===== src/design/indoor_air_quality_index_macros.svh =====
// assertion macros used by the air quality index top level
// depends on a clock named clk and an active-low reset named rst_n in the including module
`ifndef INDOOR_AIR_QUALITY_INDEX_MACROS_SVH
`define INDOOR_AIR_QUALITY_INDEX_MACROS_SVH

`ifndef NO_ASSERTIONS

// same-cycle implication, checked at every clock edge outside reset
`define IAQI_ASSERT_NOW(lbl, ante, cons) \
    lbl: assert property (@(posedge clk) disable iff (!rst_n) (ante) |-> (cons)) \
        else $error("iaqi assertion failed");

// next-cycle implication
`define IAQI_ASSERT_NEXT(lbl, ante, cons) \
    lbl: assert property (@(posedge clk) disable iff (!rst_n) (ante) |=> (cons)) \
        else $error("iaqi assertion failed");

`else

`define IAQI_ASSERT_NOW(lbl, ante, cons)
`define IAQI_ASSERT_NEXT(lbl, ante, cons)

`endif

`endif


===== src/design/iaqi_pkg.sv =====
// shared types, threshold sets, comfort table and helper functions
// for the indoor air quality index; no dependencies
package iaqi_pkg;

    localparam int GRADE_W     = 3;
    localparam int GRADE_MIN   = 1;
    localparam int GRADE_MAX   = 6;
    localparam int LIMIT_COUNT = 5;
    localparam int LIMIT_W     = 16;
    localparam int ROW_COUNT   = 9;
    localparam int COL_COUNT   = 13;
    localparam int ROW_W       = $clog2(ROW_COUNT);
    localparam int COL_W       = $clog2(COL_COUNT);

    typedef logic [GRADE_W-1:0] grade_t;
    typedef logic [0:LIMIT_COUNT-1][LIMIT_W-1:0] limit_set_t;
    typedef logic [ROW_W-1:0] row_t;
    typedef logic [COL_W-1:0] col_t;

    // grades from the threshold grader
    typedef struct packed {
        grade_t co2;
        grade_t tvoc;
        grade_t particle;
    } sub_grades_t;

    // thresholds, highest first; strictly above earns grade 6 down to 2
    localparam limit_set_t CO2_LIMITS  = '{16'd5000, 16'd2000, 16'd1500, 16'd1000, 16'd400};
    localparam limit_set_t TVOC_LIMITS = '{16'd5000, 16'd1500, 16'd500, 16'd150, 16'd50};
    localparam limit_set_t PM25_LIMITS = '{16'd250, 16'd150, 16'd55, 16'd35, 16'd12};
    localparam limit_set_t PM10_LIMITS = '{16'd425, 16'd355, 16'd255, 16'd155, 16'd55};

    // comfort table, row = humidity band, column = temperature 16..28
    localparam grade_t CLIMATE_TABLE [0:ROW_COUNT-1][0:COL_COUNT-1] = '{
        '{3'd6, 3'd6, 3'd6, 3'd6, 3'd6, 3'd6, 3'd6, 3'd6, 3'd6, 3'd6, 3'd6, 3'd6, 3'd6},
        '{3'd6, 3'd5, 3'd5, 3'd5, 3'd5, 3'd5, 3'd5, 3'd5, 3'd5, 3'd5, 3'd5, 3'd5, 3'd6},
        '{3'd6, 3'd5, 3'd5, 3'd4, 3'd4, 3'd4, 3'd4, 3'd4, 3'd4, 3'd4, 3'd4, 3'd5, 3'd6},
        '{3'd6, 3'd5, 3'd5, 3'd4, 3'd3, 3'd3, 3'd3, 3'd2, 3'd2, 3'd3, 3'd4, 3'd5, 3'd6},
        '{3'd5, 3'd5, 3'd4, 3'd3, 3'd2, 3'd1, 3'd1, 3'd1, 3'd2, 3'd3, 3'd4, 3'd5, 3'd6},
        '{3'd5, 3'd4, 3'd3, 3'd2, 3'd1, 3'd1, 3'd1, 3'd2, 3'd2, 3'd3, 3'd4, 3'd5, 3'd6},
        '{3'd5, 3'd4, 3'd3, 3'd2, 3'd1, 3'd1, 3'd1, 3'd2, 3'd3, 3'd4, 3'd5, 3'd5, 3'd6},
        '{3'd5, 3'd4, 3'd2, 3'd2, 3'd2, 3'd2, 3'd2, 3'd3, 3'd4, 3'd5, 3'd5, 3'd5, 3'd6},
        '{3'd6, 3'd5, 3'd4, 3'd3, 3'd3, 3'd3, 3'd3, 3'd4, 3'd5, 3'd5, 3'd6, 3'd6, 3'd6}
    };

    // first threshold strictly exceeded picks the grade, else best grade
    function automatic grade_t grade_of(input logic [LIMIT_W-1:0] value,
                                        input limit_set_t lims);
        grade_t g;
        g = grade_t'(GRADE_MIN);
        for (int i = LIMIT_COUNT - 1; i >= 0; i--)
        begin
            if (value > lims[i])
            begin
                g = grade_t'(GRADE_MAX - i);
            end
        end
        return g;
    endfunction

    function automatic grade_t max_grade(input grade_t a, input grade_t b);
        return (a > b) ? a : b;
    endfunction

endpackage


===== src/design/iaqi_thresh.sv =====
// threshold grading of co2, tvoc and particle readings
// depends on iaqi_pkg
module iaqi_thresh (
    input  logic [15:0]          co2_ppm,
    input  logic [15:0]          tvoc_ppb,
    input  logic [9:0]           pm2p5_ugm3,
    input  logic [9:0]           pm10_ugm3,
    output iaqi_pkg::sub_grades_t grades
);
    import iaqi_pkg::*;

    grade_t pm25_grade;
    grade_t pm10_grade;

    // per-sensor grades against fixed thresholds
    assign pm25_grade = grade_of(LIMIT_W'(pm2p5_ugm3), PM25_LIMITS);
    assign pm10_grade = grade_of(LIMIT_W'(pm10_ugm3), PM10_LIMITS);

    // particle grade is the worse of the two sizes
    always_comb
    begin
        grades.co2      = grade_of(co2_ppm, CO2_LIMITS);
        grades.tvoc     = grade_of(tvoc_ppb, TVOC_LIMITS);
        grades.particle = max_grade(pm25_grade, pm10_grade);
    end

endmodule


===== src/design/iaqi_climate.sv =====
// climate comfort grade from humidity band and temperature
// depends on iaqi_pkg
module iaqi_climate (
    input  logic [6:0]        humidity_pct,
    input  logic signed [7:0] temperature_c,
    output iaqi_pkg::grade_t  climate_grade
);
    import iaqi_pkg::*;

    row_t row;
    col_t col;

    // humidity / 10 clamped to 1..9, minus 1: count bands 20, 30 .. 90
    always_comb
    begin
        row = '0;
        for (int i = 1; i < ROW_COUNT; i++)
        begin
            if (humidity_pct >= 7'((i + 1) * 10))
            begin
                row = row_t'(i);
            end
        end
    end

    // temperature clamped to 16..28, minus 16
    always_comb
    begin
        if (temperature_c < 8'sd16)
        begin
            col = '0;
        end
        else if (temperature_c > 8'sd28)
        begin
            col = col_t'(COL_COUNT - 1);
        end
        else
        begin
            col = col_t'(temperature_c - 8'sd16);
        end
    end

    // table lookup
    assign climate_grade = CLIMATE_TABLE[row][col];

endmodule


===== src/design/indoor_air_quality_index.sv =====
// indoor air quality index top level: input register, grading logic, result register
// throughput one transaction per cycle while index_stall holds no pending result, set by
// the single pass of compares and table lookup between the two registers
// rst_n clears both valid flags asynchronously; payload registers are not reset
// depends on iaqi_pkg, iaqi_thresh, iaqi_climate and indoor_air_quality_index_macros.svh
`include "indoor_air_quality_index_macros.svh"

module indoor_air_quality_index (
    input  logic                 clk,
    input  logic                 rst_n,
    input  logic                 readings_valid,
    output logic                 readings_stall,
    input  logic [15:0]          co2_ppm,
    input  logic [15:0]          tvoc_ppb,
    input  logic [6:0]           humidity_pct,
    input  logic signed [7:0]    temperature_c,
    input  logic [9:0]           pm2p5_ugm3,
    input  logic [9:0]           pm10_ugm3,
    output logic                 index_valid,
    input  logic                 index_stall,
    output iaqi_pkg::grade_t     overall_index,
    output iaqi_pkg::grade_t     co2_grade,
    output iaqi_pkg::grade_t     tvoc_grade,
    output iaqi_pkg::grade_t     climate_grade,
    output iaqi_pkg::grade_t     particle_grade
);
    import iaqi_pkg::*;

    logic              in_valid_reg;
    logic              in_valid_next;
    logic [15:0]       co2_reg;
    logic [15:0]       tvoc_reg;
    logic [6:0]        hum_reg;
    logic signed [7:0] temp_reg;
    logic [9:0]        pm25_reg;
    logic [9:0]        pm10_reg;

    logic              out_valid_reg;
    logic              out_valid_next;
    grade_t            overall_reg;
    grade_t            co2_reg_g;
    grade_t            tvoc_reg_g;
    grade_t            climate_reg;
    grade_t            particle_reg;

    logic              accept;
    logic              advance;
    sub_grades_t       grades;
    grade_t            clim_grade;
    grade_t            overall;

    // handshake: input stage moves on when the result register is free or being taken
    assign advance        = !out_valid_reg || !index_stall;
    assign readings_stall = in_valid_reg && !advance;
    assign accept         = readings_valid && !readings_stall;

    always_comb
    begin
        if (accept)
        begin
            in_valid_next = 1'b1;
        end
        else if (advance)
        begin
            in_valid_next = 1'b0;
        end
        else
        begin
            in_valid_next = in_valid_reg;
        end
    end

    assign out_valid_next = advance ? in_valid_reg : out_valid_reg;

    // valid flags
    always_ff @(posedge clk or negedge rst_n)
    begin
        if (!rst_n)
        begin
            in_valid_reg  <= 1'b0;
            out_valid_reg <= 1'b0;
        end
        else
        begin
            in_valid_reg  <= in_valid_next;
            out_valid_reg <= out_valid_next;
        end
    end

    // input register
    always_ff @(posedge clk)
    begin
        if (accept)
        begin
            co2_reg  <= co2_ppm;
            tvoc_reg <= tvoc_ppb;
            hum_reg  <= humidity_pct;
            temp_reg <= temperature_c;
            pm25_reg <= pm2p5_ugm3;
            pm10_reg <= pm10_ugm3;
        end
    end

    // grading logic
    iaqi_thresh u_thresh (
        .co2_ppm    (co2_reg),
        .tvoc_ppb   (tvoc_reg),
        .pm2p5_ugm3 (pm25_reg),
        .pm10_ugm3  (pm10_reg),
        .grades     (grades)
    );

    iaqi_climate u_climate (
        .humidity_pct  (hum_reg),
        .temperature_c (temp_reg),
        .climate_grade (clim_grade)
    );

    // overall index is the worst sub-grade
    assign overall = max_grade(max_grade(grades.co2, grades.tvoc),
                               max_grade(clim_grade, grades.particle));

    // result register
    always_ff @(posedge clk)
    begin
        if (advance && in_valid_reg)
        begin
            overall_reg  <= overall;
            co2_reg_g    <= grades.co2;
            tvoc_reg_g   <= grades.tvoc;
            climate_reg  <= clim_grade;
            particle_reg <= grades.particle;
        end
    end

    assign index_valid    = out_valid_reg;
    assign overall_index  = overall_reg;
    assign co2_grade      = co2_reg_g;
    assign tvoc_grade     = tvoc_reg_g;
    assign climate_grade  = climate_reg;
    assign particle_grade = particle_reg;

    // checks
    `IAQI_ASSERT_NOW(a_overall_is_max, index_valid,
        overall_index >= co2_grade && overall_index >= tvoc_grade &&
        overall_index >= climate_grade && overall_index >= particle_grade)
    `IAQI_ASSERT_NOW(a_overall_is_sub, index_valid,
        overall_index == co2_grade || overall_index == tvoc_grade ||
        overall_index == climate_grade || overall_index == particle_grade)
    `IAQI_ASSERT_NOW(a_climate_range, index_valid,
        climate_grade >= 3'(GRADE_MIN) && climate_grade <= 3'(GRADE_MAX))
    `IAQI_ASSERT_NEXT(a_pending_kept, in_valid_reg && !advance, in_valid_reg && index_valid)

endmodule

===== config.mk =====
export PLATFORM = sky130hd
export DESIGN_NAME = indoor_air_quality_index
export DESIGN_NICKNAME = d
export VERILOG_FILES = /design/src/design/iaqi_pkg.sv /design/src/design/iaqi_thresh.sv /design/src/design/iaqi_climate.sv /design/src/design/indoor_air_quality_index.sv
export VERILOG_INCLUDE_DIRS = /design/src /design/src/design
export SDC_FILE = /design/constraint.sdc
export NUM_CORES = 1
export LEC_CHECK = 0
export ABC_AREA = 1
export ABC_CLOCK_PERIOD_IN_PS = 13700
export BUFFER_PORTS_ARGS = -buffer_cell sky130_fd_sc_hd__clkbuf_2
export CORE_MARGIN = 1.5
export CORE_UTILIZATION = 50
export CTS_CLUSTER_DIAMETER = 50
export CTS_CLUSTER_SIZE = 10
export DETAILED_ROUTE_END_ITERATION = 12
export PLACE_DENSITY = 0.78
export SLEW_MARGIN = 10
export SYNTH_ARGS = -nofsm -noshare
export SYNTH_HDL_FRONTEND = slang
export SYNTH_SLANG_ARGS = --single-unit

===== constraint.sdc =====
create_clock -name clk -period 13.7 [get_ports clk]
set_input_delay 0.685 -clock clk [delete_from_list [all_inputs] [get_ports clk]]
set_output_delay 0.685 -clock clk [all_outputs]
set_load 0.005 [all_outputs]

==> results.json, run 1 <==
{
  "drt-pass1-iter-count": 5,
  "drc": 0,
  "grtUsageTotal_pct": 19.9,
  "drive_above_1_share_pct": 23.6,
  "drt-met1-wl_mm": 4.16,
  "regToRegSetupSlack_ns": 8.76,
  "cp-start-kind": "flop",
  "clkPwrFrac_pct": 26.2,
  "setup_viol": 0,
  "viasPerCell": 5.22,
  "dr_total_vias": 3904,
  "r2r-start": "hum_reg[6]",
  "wl_met2_mm": 4.68,
  "cp_slowest_cell": "edfxtp_1",
  "clkLatencyLatePin_ns": 0.36,
  "cts_sinks": 83,
  "rsz0062_at_grt": "false",
  "cp.required_ns": 13.82,
  "synth_edf_count": 81,
  "met3_length_um": 673,
  "final.min_clock_period_ns": 4.94,
  "die_w_um": 101,
  "ys_ff_latch": 83,
  "ff2ff_path_depth": 35,
  "layout_common_cells": "102 x nand2_1, 86 x clkbuf_2, 83 x inv_1",
  "max-cap-violations": 0,
  "hold_buffers": 0,
  "grt_max_degree": 67,
  "crit_end": "overall_index[1]",
  "fin_util_pct": 60.3,
  "antenna_found_initial": 0,
  "switching_power_uw": 226,
  "min_path_type": "input pin to async pin",
  "status": "completed",
  "ctsHtreeMaxLevel": 3,
  "critPathKind": "flop to flop",
  "cts_tree": "built",
  "drv_slew": 0,
  "synth_warnings": 0,
  "die_h_um": 101,
  "start_util_pct": 51.6,
  "cellPowerDensity_nw_per_um2": 125,
  "fin_worst_skew_ns": 0.0103,
  "globalplace.congestion": 0.981,
  "worst_pin_slew_ns": 0.835,
  "wire_per_inst_um": 12.9,
  "timing.fmax_ghz": 0.203,
  "grt.overflow.total": 0,
  "netlist_area_sq_um": 4760,
  "p_sw_share_pct": 32.6,
  "path_clk_slew_ns": 0.09,
  "finalCritPeriodShare_pct": 36.0,
  "p_int_uw": 468,
  "cts_resized": 0,
  "nNetsFinal": 704,
  "drt-total-wl_mm": 9.65,
  "timing.rr.end": "overall_index[1]",
  "ir_drop_v": 0.0000678,
  "grt_pass1_wl_mm": 15.8,
  "clk_path_buf_depth": 2,
  "path_max_fanout": 7,
  "syn_to_final_growth_pct": 16.9,
  "ys_types": 45,
  "critPathMaxStageDelay_ns": 0.50,
  "die_area_sq_um": 10100,
  "startpoint": "hum_reg[6]",
  "setup_tns_ns": 0,
  "drt_iter0_markers": 177,
  "cts_buffers": 9,
  "finalHoldViolCount": 0,
  "postRouteAntennaNets": 0,
  "combPwrFrac_pct": 26.8,
  "ys_top_cells_by_area": "edfxtp_1 51%, nand2_1 8.0%, inv_1 6.6%",
  "ios": 88,
  "fp.coreArea_sq_um": 9240,
  "yosysTopAreaCell": "edfxtp_1",
  "highest_layer": "met4",
  "path_common_cell": "nand2_1",
  "diodes": 0,
  "post-cts-setup-buffer-count": 0,
  "layout_commonest_cell": "nand2_1",
  "syn-num-nets": 605,
  "crit_arrival_ns": 5.06,
  "endpoint_kind": "flop",
  "syn_area_per_cell_sq_um": 9.25,
  "synthCells": 515,
  "port_buffers": 86,
  "seq_power_share_pct": 47.0,
  "async_reset_ff_share_pct": 2.41,
  "place_hpwl_mm": 7.34,
  "synthFlopType": "edfxtp_1",
  "rows": 35,
  "yosys.area.top_type_share_pct": 51.1,
  "grt_pass1_vias": 3656,
  "cts-root-buf": "clkbuf_8",
  "ys_seq_area_share_pct": 52.1,
  "leakagePower_uw": 0.00252,
  "max_slew_margin_pct": 44.3
}
-- cell families after synthesis --
| logic type | after synthesis | share of synthesized area, % |
|---|---|---|
| AND/OR/NAND/NOR | 246 | 25.2 |
| buffers and inverters | 90 | 7.25 |
| flip-flops | 83 | 52.1 |
| AO/OA/AOI/OAI | 77 | 10.5 |
| adder cells (fa/ha/maj) | 19 | 4.99 |
-- stage by stage --
| stage | cells | power [uW] | setup slack, ns | cell area [sq um] | hold WS (ns) |
|---|---|---|---|---|---|
| CTS | 748 | 700 | 8.76 | 5570 | 0.0733 |
| floorplan | 515 | 463 | 9.38 | 4760 | 0.389 |
| detailed placement | 732 | 516 | 8.78 | 5370 | 0.465 |
| global placement | 732 | 508 | 8.96 | 5370 | 0.444 |
| global route | 748 | 740 | 8.17 | 5570 | 0.0658 |
| finish | 748 | 694 | 8.76 | 5570 | 0.0929 |
-- power by group through the flow --
stage          Combinational, uW  Sequential [uW]  Clock [uW]
6_report                     186              326         182
4_1_cts                      186              326         188
3_5_place_dp                 184              332           0
5_1_grt                      213              329         198
3_3_place_gp                 177              331           0
2_1_floorplan                133              331           0
-- worst min path at each step --
stage	end	slack (ns)	cells past startpoint
final	in_valid_reg	0.09	1
after floorplan	in_valid_reg	0.39	0
after CTS	in_valid_reg	0.07	1
after global placement	index_valid	0.44	2
after global routing	in_valid_reg	0.07	1
after detailed placement	index_valid	0.46	2
-- area by class of cell --
cell class / instances / area (sq um)
Fill cell: 798 / 3670
Sequential cell: 83 / 2480
Multi-Input combinational cell: 342 / 1940
Timing Repair Buffer: 88 / 445
Inverter: 90 / 345
Tap cell: 129 / 161
Clock buffer: 9 / 124
Clock inverter: 7 / 75.1
-- critical path, delay by kind of cell, from the launching register on --
family | cells | cell delay (ns)
fa+ha+maj | 3 | 0.84
buf+inv | 8 | 0.58
compound gates | 5 | 1.18
flops | 1 | 0.50
simple gates | 19 | 1.60
-- synthesized netlist by cell type, types with 3 or more instances --
cell type and count:
a211oi_1 3, o21ai_0 25, nand3_2 3, a21oi_1 14, nand2_1 102, nor2_2 3, inv_1 84, o211ai_1 5
ha_1 19, nor4_1 4, o21ai_1 3, nand2_2 14, inv_2 3, a31oi_1 7, nand2_4 6, nor2_1 44
edfxtp_1 81, inv_4 3, nand3_1 39, nand4_1 9, o41ai_1 3, nor3_1 11
-- layer usage --
metal  track usage [%]  up-vias
met5                 0        -
met4              6.72        0
met3              4.99       12
met2              34.2      135
met1              24.5     1787
li1                  -     1970
Note: power is estimated with default switching activity, not from simulation.
==> inputs of run 2 (changes only) <==
- ABC_CLOCK_PERIOD_IN_PS: 13700 -> 5100
- clock period: 13.7 -> 5.1 ns (I/O delays scaled with it)
==> results.json, run 2 (synthesized netlist as in run 1, its figures left out) <==
{
  "status": "completed",
  "cp.required_ns": 5.22,
  "seq_power_share_pct": 45.8,
  "cts_tree": "built",
  "drt-pass1-iter-count": 5,
  "setup_tns_ns": 0,
  "cellPowerDensity_nw_per_um2": 341,
  "drive_above_1_share_pct": 24.2,
  "postRouteAntennaNets": 0,
  "pre_cts_slack_ns": 0.250,
  "fin_util_pct": 60.7,
  "start_util_pct": 51.6,
  "path_clk_slew_ns": 0.09,
  "nNetsFinal": 705,
  "die_area_sq_um": 10100,
  "viasPerCell": 5.20,
  "final.min_clock_period_ns": 4.69,
  "layout_common_cells": "102 x nand2_1, 86 x clkbuf_2, 83 x inv_1",
  "p_sw_share_pct": 33.1,
  "clk_path_buf_depth": 2,
  "ctsHtreeMaxLevel": 3,
  "diodes": 0,
  "dr_total_vias": 3892,
  "drv_slew": 0,
  "worst_hold_slack_ns": 0.0535,
  "critPathKind": "flop to flop",
  "finalCritPeriodShare_pct": 92.0,
  "grt_pass1_vias": 3577,
  "worst_pin_slew_ns": 0.811,
  "cts_buffers": 9,
  "drt-total-wl_mm": 9.40,
  "cts-root-buf": "clkbuf_8",
  "die_w_um": 101,
  "leakagePower_uw": 0.00253,
  "critPathMaxStageDelay_ns": 0.50,
  "rows": 35,
  "drc": 0,
  "grt.overflow.total": 0,
  "crit_arrival_ns": 4.82,
  "p_int_uw": 1280,
  "place_hpwl_mm": 7.10,
  "combPwrFrac_pct": 27.9,
  "fp.coreArea_sq_um": 9240,
  "setup_viol": 0,
  "syn_to_final_growth_pct": 17.8,
  "grtUsageTotal_pct": 19.3,
  "layout_commonest_cell": "nand2_1",
  "port_buffers": 86,
  "wire_per_inst_um": 12.5,
  "finalHoldViolCount": 0,
  "grt_pass1_wl_mm": 15.3,
  "regToRegSetupSlack_ns": 0.41,
  "rsz0062_at_grt": "false",
  "path_common_cell": "nand2_1",
  "path_max_fanout": 7,
  "min_path_type": "input pin to flop",
  "cts_sinks": 83,
  "clkPwrFrac_pct": 26.3,
  "cp_slowest_cell": "edfxtp_1",
  "endpoint_kind": "flop",
  "drt_iter0_markers": 267,
  "max-cap-violations": 0,
  "fin_worst_skew_ns": 0.00905,
  "timing.fmax_ghz": 0.213,
  "clkLatencyLatePin_ns": 0.37,
  "critical_path.top_delay_family": "simple AND/OR/NAND/NOR gates",
  "die_h_um": 101,
  "cp-start-kind": "flop",
  "ir_drop_v": 0.000177,
  "post-cts-setup-buffer-count": 0,
  "switching_power_uw": 632,
  "max_slew_margin_pct": 45.9,
  "setup_ws_ns": 0.407,
  "worst-path-buf-inv": 8,
  "grt_max_degree": 67,
  "ios": 88,
  "globalplace.congestion": 0.924,
  "antenna_found_initial": 0
}
## run 2: cell count changes in the layout (fill, tap and decap cells not counted), sizes merged
cell         previous run  this run
clkinv                  2         1
dlygate4sd3             0         1
inv                    93        94
## run 2: power groups by stage
stage               clock network (uW)  logic [uW]  registers (uW)
CTS                                521         495             876
finish                             503         533             876
global route                       545         608             884
detailed placement                   0         493             891
floorplan                            0         357             888
global placement                     0         478             888
## run 2: repair_timing
action                                 in CTS  in global routing
endpoints found under the hold margin       2                  0
hold buffers                                1                  0
setup endpoints to repair                   0                  3
gates resized for setup                     0                  5
## run 2: worst paths after layout
kind | start | endpoint | cells after the start
setup / recovery | hum_reg[6] | overall_index[0] | 35
hold / removal | pm2p5_ugm3[7] | pm25_reg[7] | 1
setup reg to reg | hum_reg[6] | overall_index[0] | 35
hold reg to reg | in_valid_reg | index_valid | 2
max in group asynchronous | rst_n | in_valid_reg | 2
min in group asynchronous | rst_n | index_valid | 2
## run 2: per-layer routing
| layer | GRT usage (%) | up-vias | part of all wire (%) |
|---|---|---|---|
| li1 | - | 1965 | - |
| met1 | 24.6 | 1769 | 44 |
| met2 | 31.2 | 146 | 47 |
| met3 | 5.69 | 12 | 7.3 |
| met4 | 7.04 | 0 | 1.6 |
| met5 | 0 | - | 0 |
## run 2: through the flow
step | power (uW) | instance area, sq um | cells
2_1_floorplan | 1240 | 4760 | 515
3_3_place_gp | 1370 | 5370 | 732
3_5_place_dp | 1380 | 5370 | 732
4_1_cts | 1890 | 5580 | 749
5_1_grt | 2040 | 5610 | 749
6_report | 1910 | 5610 | 749
## run 2: worst register-to-register path: cells and delay by family (launching register included)
family          cells  cell delay (ns)
fa+ha+maj           3             0.85
compound gates      5             0.92
buf+inv             8             0.61
flops               1             0.50
simple gates       19             1.56
## run 2: layout make-up
cell class / count / area, sq um
Fill cell: 768 / 3630
Sequential cell: 83 / 2480
Multi-Input combinational cell: 342 / 1960
Timing Repair Buffer: 89 / 455
Inverter: 90 / 345
Tap cell: 129 / 161
Clock buffer: 9 / 124
Clock inverter: 7 / 80.1
